==> src/hw/rtl/mwgp_pkg.sv <==
`timescale 1ns / 1ps
package mwgp_pkg;

    localparam int WIN        = 7;
    localparam int WIN_N      = WIN * WIN;
    localparam int STORE_ROWS = WIN - 1;
    localparam int CTR_IDX    = (WIN / 2) * WIN + (WIN / 2);
    localparam int INNER_N    = 24;
    localparam int RING_N     = 28;
    localparam int SEQ_N      = INNER_N + RING_N;
    localparam int PIX_W      = 17;

    // configuration register indexes
    localparam logic [1:0] REG_WIDTH  = 2'd0;
    localparam logic [1:0] REG_HEIGHT = 2'd1;

    typedef logic [PIX_W-1:0] t_pix;
    typedef logic [WIN_N-1:0][PIX_W-1:0] t_win;

    typedef struct packed {
        t_win win;
        logic last;
    } t_item;

    // window positions (row * WIN + column) in accumulation order:
    // inner square by column then row without its last element, then the ring
    // top row, bottom row, left column, right column
    localparam logic [5:0] SEQ_IDX [SEQ_N] = '{
        6'd8,  6'd15, 6'd22, 6'd29, 6'd36,
        6'd9,  6'd16, 6'd23, 6'd30, 6'd37,
        6'd10, 6'd17, 6'd24, 6'd31, 6'd38,
        6'd11, 6'd18, 6'd25, 6'd32, 6'd39,
        6'd12, 6'd19, 6'd26, 6'd33,
        6'd0,  6'd1,  6'd2,  6'd3,  6'd4,  6'd5,  6'd6,
        6'd42, 6'd43, 6'd44, 6'd45, 6'd46, 6'd47, 6'd48,
        6'd0,  6'd7,  6'd14, 6'd21, 6'd28, 6'd35, 6'd42,
        6'd6,  6'd13, 6'd20, 6'd27, 6'd34, 6'd41, 6'd48
    };

endpackage

==> src/hw/rtl/mwgp_queue.sv <==
`timescale 1ns / 1ps
module mwgp_queue (
    input  logic            i_clk,
    input  logic            i_rst_n,
    input  logic            i_push,
    input  mwgp_pkg::t_item i_item,
    output logic            o_full,
    input  logic            i_pop,
    output logic            o_head_valid,
    output mwgp_pkg::t_item o_head
);
    import mwgp_pkg::*;

    localparam int QDEPTH = 2;

    t_item      r_mem [QDEPTH];
    logic       r_wp, r_rp;
    logic [1:0] r_count;
    logic       do_pop;

    assign o_full       = (r_count == 2'(QDEPTH));
    assign o_head_valid = (r_count != 2'd0);
    assign o_head       = r_mem[r_rp];
    assign do_pop       = i_pop && o_head_valid;

    always_ff @(posedge i_clk) begin
        if (i_push) begin
            r_mem[r_wp] <= i_item;
        end
        if (!i_rst_n) begin
            r_wp    <= 1'b0;
            r_rp    <= 1'b0;
            r_count <= 2'd0;
        end else begin
            if (i_push) r_wp <= ~r_wp;
            if (do_pop) r_rp <= ~r_rp;
            r_count <= r_count + 2'(i_push) - 2'(do_pop);
        end
    end

`ifndef ASSERT_OFF
    a_no_overflow: assert property (@(posedge i_clk) disable iff (!i_rst_n)
        !(i_push && o_full && !do_pop)) else $error("queue push while full");
    a_count_range: assert property (@(posedge i_clk) disable iff (!i_rst_n)
        r_count <= 2'(QDEPTH)) else $error("queue count out of range");
    a_pointers: assert property (@(posedge i_clk) disable iff (!i_rst_n)
        (r_count == 2'd0 || r_count == 2'(QDEPTH)) |-> (r_wp == r_rp))
        else $error("queue pointers disagree with count");
`endif
endmodule

==> config.mk <==
export PLATFORM = sky130hd
export DESIGN_NAME = mwgp_queue
export DESIGN_NICKNAME = d
export VERILOG_FILES = /design/src/hw/rtl/mwgp_pkg.sv /design/src/hw/rtl/mwgp_queue.sv
export SDC_FILE = /design/constraint.sdc
export NUM_CORES = 1
export LEC_CHECK = 0
export BUFFER_PORTS_ARGS = -buffer_cell sky130_fd_sc_hd__buf_2
export CAP_MARGIN = 20
export CORE_AREA = 10 10 645 647
export CTS_CLUSTER_SIZE = 14
export DETAILED_ROUTE_END_ITERATION = 10
export DIE_AREA = 0 0 655 657
export PLACE_DENSITY = 0.34
export SYNTH_ARGS = -nofsm -noshare
export SYNTH_HDL_FRONTEND = slang
export SYNTH_SLANG_ARGS = --single-unit
==> constraint.sdc <==
create_clock -name i_clk -period 54.7 [get_ports i_clk]
set_clock_uncertainty 0.15 [all_clocks]
set_input_delay 5.47 -clock i_clk [delete_from_list [all_inputs] [get_ports i_clk]]
set_output_delay 5.47 -clock i_clk [all_outputs]
set_load 0.02 [all_outputs]
==> results of run 1 <==
worst min-delay path by stage:
stage                     start    to  slack [ps]
final                      r_rp  flop         330
after CTS                  r_rp  flop         330
after global routing       r_rp  flop         360
after floorplan            r_rp  flop         300
after global placement     r_rp  flop         310
after detailed placement   r_rp  flop         320
Yosys cell counts:
| master | count | share of area |
|---|---|---|
| and2_1 | 2 | 0.00020 |
| buf_2 | 63 | 0.0051 |
| buf_6 | 30 | 0.0055 |
| dfxtp_1 | 5 | 0.0016 |
| edfxtp_1 | 1668 | 0.82 |
| ha_1 | 2 | 0.00041 |
| inv_1 | 2 | 0.00012 |
| mux2_2 | 574 | 0.11 |
| mux2_4 | 260 | 0.064 |
| mux2i_1 | 2 | 0.00033 |
| nand2_1 | 1 | 0.000061 |
| nand2b_1 | 1 | 0.00010 |
| nor2b_1 | 4 | 0.00041 |
| o21a_1 | 2 | 0.00024 |
| or2_2 | 1 | 0.00010 |
| xnor3_1 | 1 | 0.00037 |
layer usage:
layer | global-route usage | wire [um] | vias up
met3 | 0.0601 | 30600 | 779
met2 | 0.244 | 155000 | 1733
met1 | 0.133 | 102000 | 17100
li1 | - | - | 14300
met5 | 0 | 800 | -
met4 | 0.0262 | 8080 | 122
power by group through the flow:
stage | clock network [mW] | registers (mW) | logic (mW)
finish | 1.33 | 1.51 | 0.838
global route | 1.43 | 1.51 | 0.887
CTS | 1.38 | 1.51 | 0.871
detailed placement | 0 | 1.54 | 0.868
global placement | 0 | 1.53 | 0.867
floorplan | 0 | 1.60 | 0.488
layout make-up:
cell class                      instances  area [sq um]  area share
Antenna cell                           51           128     0.00154
Clock buffer                          251          5410      0.0654
Clock inverter                        127          1070      0.0130
Inverter                                2          7.51   0.0000908
Multi-Input combinational cell        850         10500       0.127
Sequential cell                      1673         50200       0.607
Tap cell                             5287          6620      0.0800
Timing Repair Buffer                 1717          8780       0.106
cell families after synthesis:
group,Yosys count,synth area share
flip-flops,1673,0.818
multiplexers,836,0.169
XOR/XNOR,1,0.000367
buffers and inverters,95,0.0108
AND/OR/NAND/NOR,9,0.000877
adder cells (fa/ha/maj),2,0.000408
AO/OA/AOI/OAI,2,0.000245
per-stage QoR:
| step | area [sq um] | hold WS, ps | utilization | power (mW) | std cells |
|---|---|---|---|---|---|
| CTS | 82500 | 330 | 0.205 | 3.76 | 9905 |
| detailed placement | 76100 | 317 | 0.189 | 2.40 | 9527 |
| finish | 82700 | 327 | 0.206 | 3.67 | 9958 |
| global placement | 76100 | 310 | 0.189 | 2.40 | 9527 |
| floorplan | 61400 | 302 | - | 2.09 | 2618 |
| global route | 82600 | 358 | 0.205 | 3.83 | 9926 |
critical path: stages (launching register included):
cell	delay, ps
dfxtp_4	930
buf_4	780
buf_4	740
buf_4	820
buf_4	890
mux2_2	430
buf_2	160
state kept, by name, summed over array words and instances (netlist names), named ones only:
| register | count |
|---|---|
| r_count | 2 |
| r_mem | 1668 |
| r_rp | 1 |
| r_wp | 1 |
cells in the final DEF (no fill, tap or decap), types with 2 or more instances in the layout:
cell type   count
buf_12          3
buf_16          2
buf_2        1673
buf_4          39
bufinv_16      13
clkbuf_1       41
clkbuf_16     210
clkinv_1       50
clkinv_2       38
clkinv_4        2
clkinvlp_4      9
dfxtp_1         4
diode_2        51
edfxtp_1     1668
ha_1            2
inv_1           2
inv_16          5
inv_6           7
mux2_2        574
mux2_4        260
mux2i_1         2
nor2b_1         3
o21a_1          2
==> results.md, run 1 <==
* Critical Path AT at 5910 ps
* Worst reg2reg startpoint: r_wp
* TritonCTS buffer count at 208
* Slew headroom at 0.247
* Iter 0 DRT Violations at 2092
* Placer Congestion at 0.816
* Die span in y at 657 um
* DRT Wirelength at 297000 um
* Vias in the first global route at 35000
* Min cycle time layout at 11530 ps
* Io pins at 1674
* Hold Path Depth at 2
* Later-pin clock latency in the skew report at 880 ps
* Syn nets at 3458
* Reg2Reg Setup Slack at 49030 ps
* Crit path max fanout at 77
* Slew @ Worst Pin at 1130 ps
* Die width at 655 um
* CTS max path bufs at 4
* Critical R2R Capture: r_mem[0][590]
* Pre-CTS WS at 43470 ps
* FP Rows at 233
* Htree depth at 4
* Post-synthesis sequential area ratio at 0.818
* Cell Pwr Density at 44.4 nW/um^2
* Max-cap viol count at 0
* Flop and latch count out of synthesis at 1673
* RSZ-0062 raised after global routing: false
* Slew Limit Fails at 0
* Clk network pwr share at 0.361
* Pint at 2.55 mW
* Antenna Nets Post-Route at 0
* Port Buffers at 1673
* Setup ws final at 43170 ps
* Hold buffers post-CTS at 0
* Crit path launch type: flop
* NetSw at 1.12 mW
* DRC viols at 0
* Crit end category: output pin
* CTS tree: yes
* Critical Path RT at 49080 ps
* Avg Cell Area, Syn at 23.4 sq um
* Starting Density at 0.153
* Via density at 3.42
* Filler Cells Inserted at 42900
* Gr usage total at 0.131
* Ys Warns at 0
* Reg2Reg Depth at 6
* Status: complete, no violations
* Sequential power share at 0.411
* # setup viols final at 0
* Worst setup path endpoint: o_head[562]
* LEAKAGE at 29.7 nW
* Syn-to-layout area delta at 34.8%
* Sw Ratio at 0.306
* Core Area at 402000 sq um
* Routed vias at 34000
* Final period util at 0.211
* Final Net Count at 5292
* Wire length per cell after detailed routing at 29.8 um
* Fin Setup TNS at 0 ps
* Yosys cell types at 16
* WS Path Type: flop to output pin
* Share of cells above drive strength 1 at 0.615
* Post-CTS setup buffer count at 0
* Total grt overflow at 0
* Post-DP HPWL at 238000 um
* Initial antenna violation count at 332
* CTS Root Cell: clkbuf_16
* Post-cts resize count at 0
* Largest net degree at the start of global routing at 124
* First-pass GRT wire length at 373000 um
* Worst VDD drop at 25.9 uV
* Worst hold-check path type: flop to flop
* Fmax at 86.7 MHz
* Drt first pass iters at 7
* Post-Syn Area at 61400 sq um
* Hold Fails Final Rpt at 0
* Cell count after synthesis at 2618
* Part of the power in combinational logic at 0.228
* Worst-path clk slew at 50 ps
* Die Area at 430000 sq um
* Clock sinks at 1673
(Power assumes the default switching activity.)
==> run 2, diff against run 1 <==
Settings changed: PLACE_DENSITY 0.34 to 0.35.
Clock period 54.7 ns to 9.4 ns, I/O delays scaled along.
==> run 2 against run 1 <==
  * Critical path depth is 2 lower
  * Total power grew to 6.0 times the previous value
  * Clock power rose to 5.9 times the previous value
  * Hold slack got worse by 230 ps
  * Design area increased by 7.7%
  * Highest routed layer unchanged
  * Combinational power rose to 6.2 times the previous value
==> results.md, run 2 (synthesized netlist as in run 1, its figures left out) <==
* CP most frequent cell: buf_12
* LEAKAGE at 32.4 nW
* Filler Cells Inserted at 42500
* Reg2Reg Setup Slack at 6390 ps
* CTS tree: yes
* Part of the power in combinational logic at 0.239
* Cell Pwr Density at 245 nW/um^2
* First-pass GRT wire length at 386000 um
* CTS max path bufs at 4
* Worst reg2reg startpoint: r_wp
* Final period util at 0.529
* Slew Limit Fails at 0
* Most common cell after layout, fill and taps aside: buf_2
* Worst setup path endpoint: o_head[454]
* Critical Path AT at 3880 ps
* Antenna Nets Post-Route at 0
* Die width at 655 um
* Sequential power share at 0.401
* Reg2Reg Depth at 3
* Slew @ Worst Pin at 1190 ps
* Critical Path RT at 8310 ps
* Multi-input logic area at 10500 sq um
* Crit path launch type: flop
* NetSw at 6.77 mW
* Io pins at 1674
* FP Rows at 233
* Post-DP HPWL at 240000 um
* Routed vias at 36100
* Starting Density at 0.153
* Status: complete, no violations
* Via density at 3.41
* Fmax at 201 MHz
* Pre-CTS WS at 5240 ps
* Hold slack at 99.0 ps
* # setup viols final at 0
* Largest net degree at the start of global routing at 164
* Crit path max fanout at 163
* Largest stage delay on the critical path at 780 ps
* Syn-to-layout area delta at 45.2%
* WS Path Type: flop to output pin
* Sw Ratio at 0.309
* DRC viols at 0
* Largest reg by FF count: r_mem
* Max-cap viol count at 0
* Largest register FFs at 1668
* Iter 0 DRT Violations at 2009
* TritonCTS buffer count at 212
* Pint at 15.1 mW
* Initial antenna violation count at 208
* Clock sinks at 1673
* RSZ-0062 raised after global routing: false
* Crit-path slowest cell: dfxtp_4
* Wire length per cell after detailed routing at 28.5 um
* Hold Fails Final Rpt at 0
* Worst-path clk slew at 60 ps
* Die Area at 430000 sq um
* CP Cell Sequence: buf_12 -> buf_12 -> mux2_2 -> buf_2
* Clk network pwr share at 0.360
* Tot Pwr at 21.9 mW
* Drt first pass iters at 5
* Critical R2R Capture: r_mem[1][192]
* Setup ws final at 4430 ps
* Worst hold-check path type: primary input to flop
* Worst VDD drop at 159 uV
* CTS Root Cell: clkbuf_16
* Placer Congestion at 0.826
* Htree depth at 4
* Total grt overflow at 0
* Min cycle time layout at 4970 ps
* Gr usage total at 0.133
* Core Area at 402000 sq um
* Later-pin clock latency in the skew report at 850 ps
* Final Net Count at 5916
* Vias in the first global route at 38700
* Top flop regs: r_mem x1668, r_count x2
* Share of cells above drive strength 1 at 0.540
* Die span in y at 657 um
* Slew headroom at 0.210
* DRT Wirelength at 301000 um
* Crit end category: output pin
* Reg area at 50200 sq um
* Port Buffers at 1673
* Commonest non-fill, non-tap cells in the layout: buf_2 (1673), edfxtp_1 (1668), dlygate4sd3_1 (627)
-- run 2: final cells by class --
class,count,share of cell area
diodes,41,0.00115
clock buffers,258,0.0617
clock inverters,119,0.0121
inverters,2,0.0000842
multi-input cells,850,0.118
flip-flops and latches,1673,0.563
well taps,5287,0.0742
repair buffers,2337,0.169
-- run 2: metal layers --
layer | vias to the layer above | routed length, um | GRT usage
li1 | 15500 | - | -
met1 | 18400 | 107000 | 0.140
met2 | 1457 | 158000 | 0.250
met3 | 558 | 26100 | 0.0493
met4 | 80 | 8740 | 0.0311
met5 | - | 486 | 0
-- run 2: critical path: cells and delay by family (launching register included) --
| kind | cells | cell delay (ps) |
|---|---|---|
| flip-flops | 1 | 780 |
| multiplexers | 1 | 490 |
| buffers and inverters | 3 | 1190 |
-- run 2: per-stage QoR --
step / utilization / std cells / cell area (sq um) / setup TNS [ps]
3_5_place_dp: 0.189 / 9522 / 76200 / 0
4_1_cts: 0.221 / 10500 / 89000 / 0
5_1_grt: 0.221 / 10600 / 89100 / 0
3_3_place_gp: 0.189 / 9522 / 76200 / 0
6_report: 0.221 / 10600 / 89100 / 0
2_1_floorplan: - / 2618 / 61400 / -5779360
-- run 2: power by group through the flow --
stage	registers, mW	logic, mW	clock network [mW]
after global placement	8.91	5.14	0
after detailed placement	8.92	5.15	0
final	8.76	5.23	7.88
after global routing	8.79	5.53	8.48
after CTS	8.77	5.45	8.21
after floorplan	9.01	2.84	0
-- run 2: how the worst min path moves through the flow --
| stage | from | to | cells after the start |
|---|---|---|---|
| 2_1_floorplan | r_rp | flop | 2 |
| 3_3_place_gp | r_rp | r_rp | 2 |
| 3_5_place_dp | r_rp | r_rp | 2 |
| 4_1_cts | i_item[157] | r_mem[0][157] | 1 |
| 5_1_grt | i_item[8] | r_mem[0][8] | 1 |
| 6_report | i_item[576] | r_mem[1][576] | 1 |
-- run 2: timing repair --
item,CTS,global route
hold endpoints to repair,1238,0
gates resized for setup,0,0
hold buffers,627,0
buffers inserted,0,0
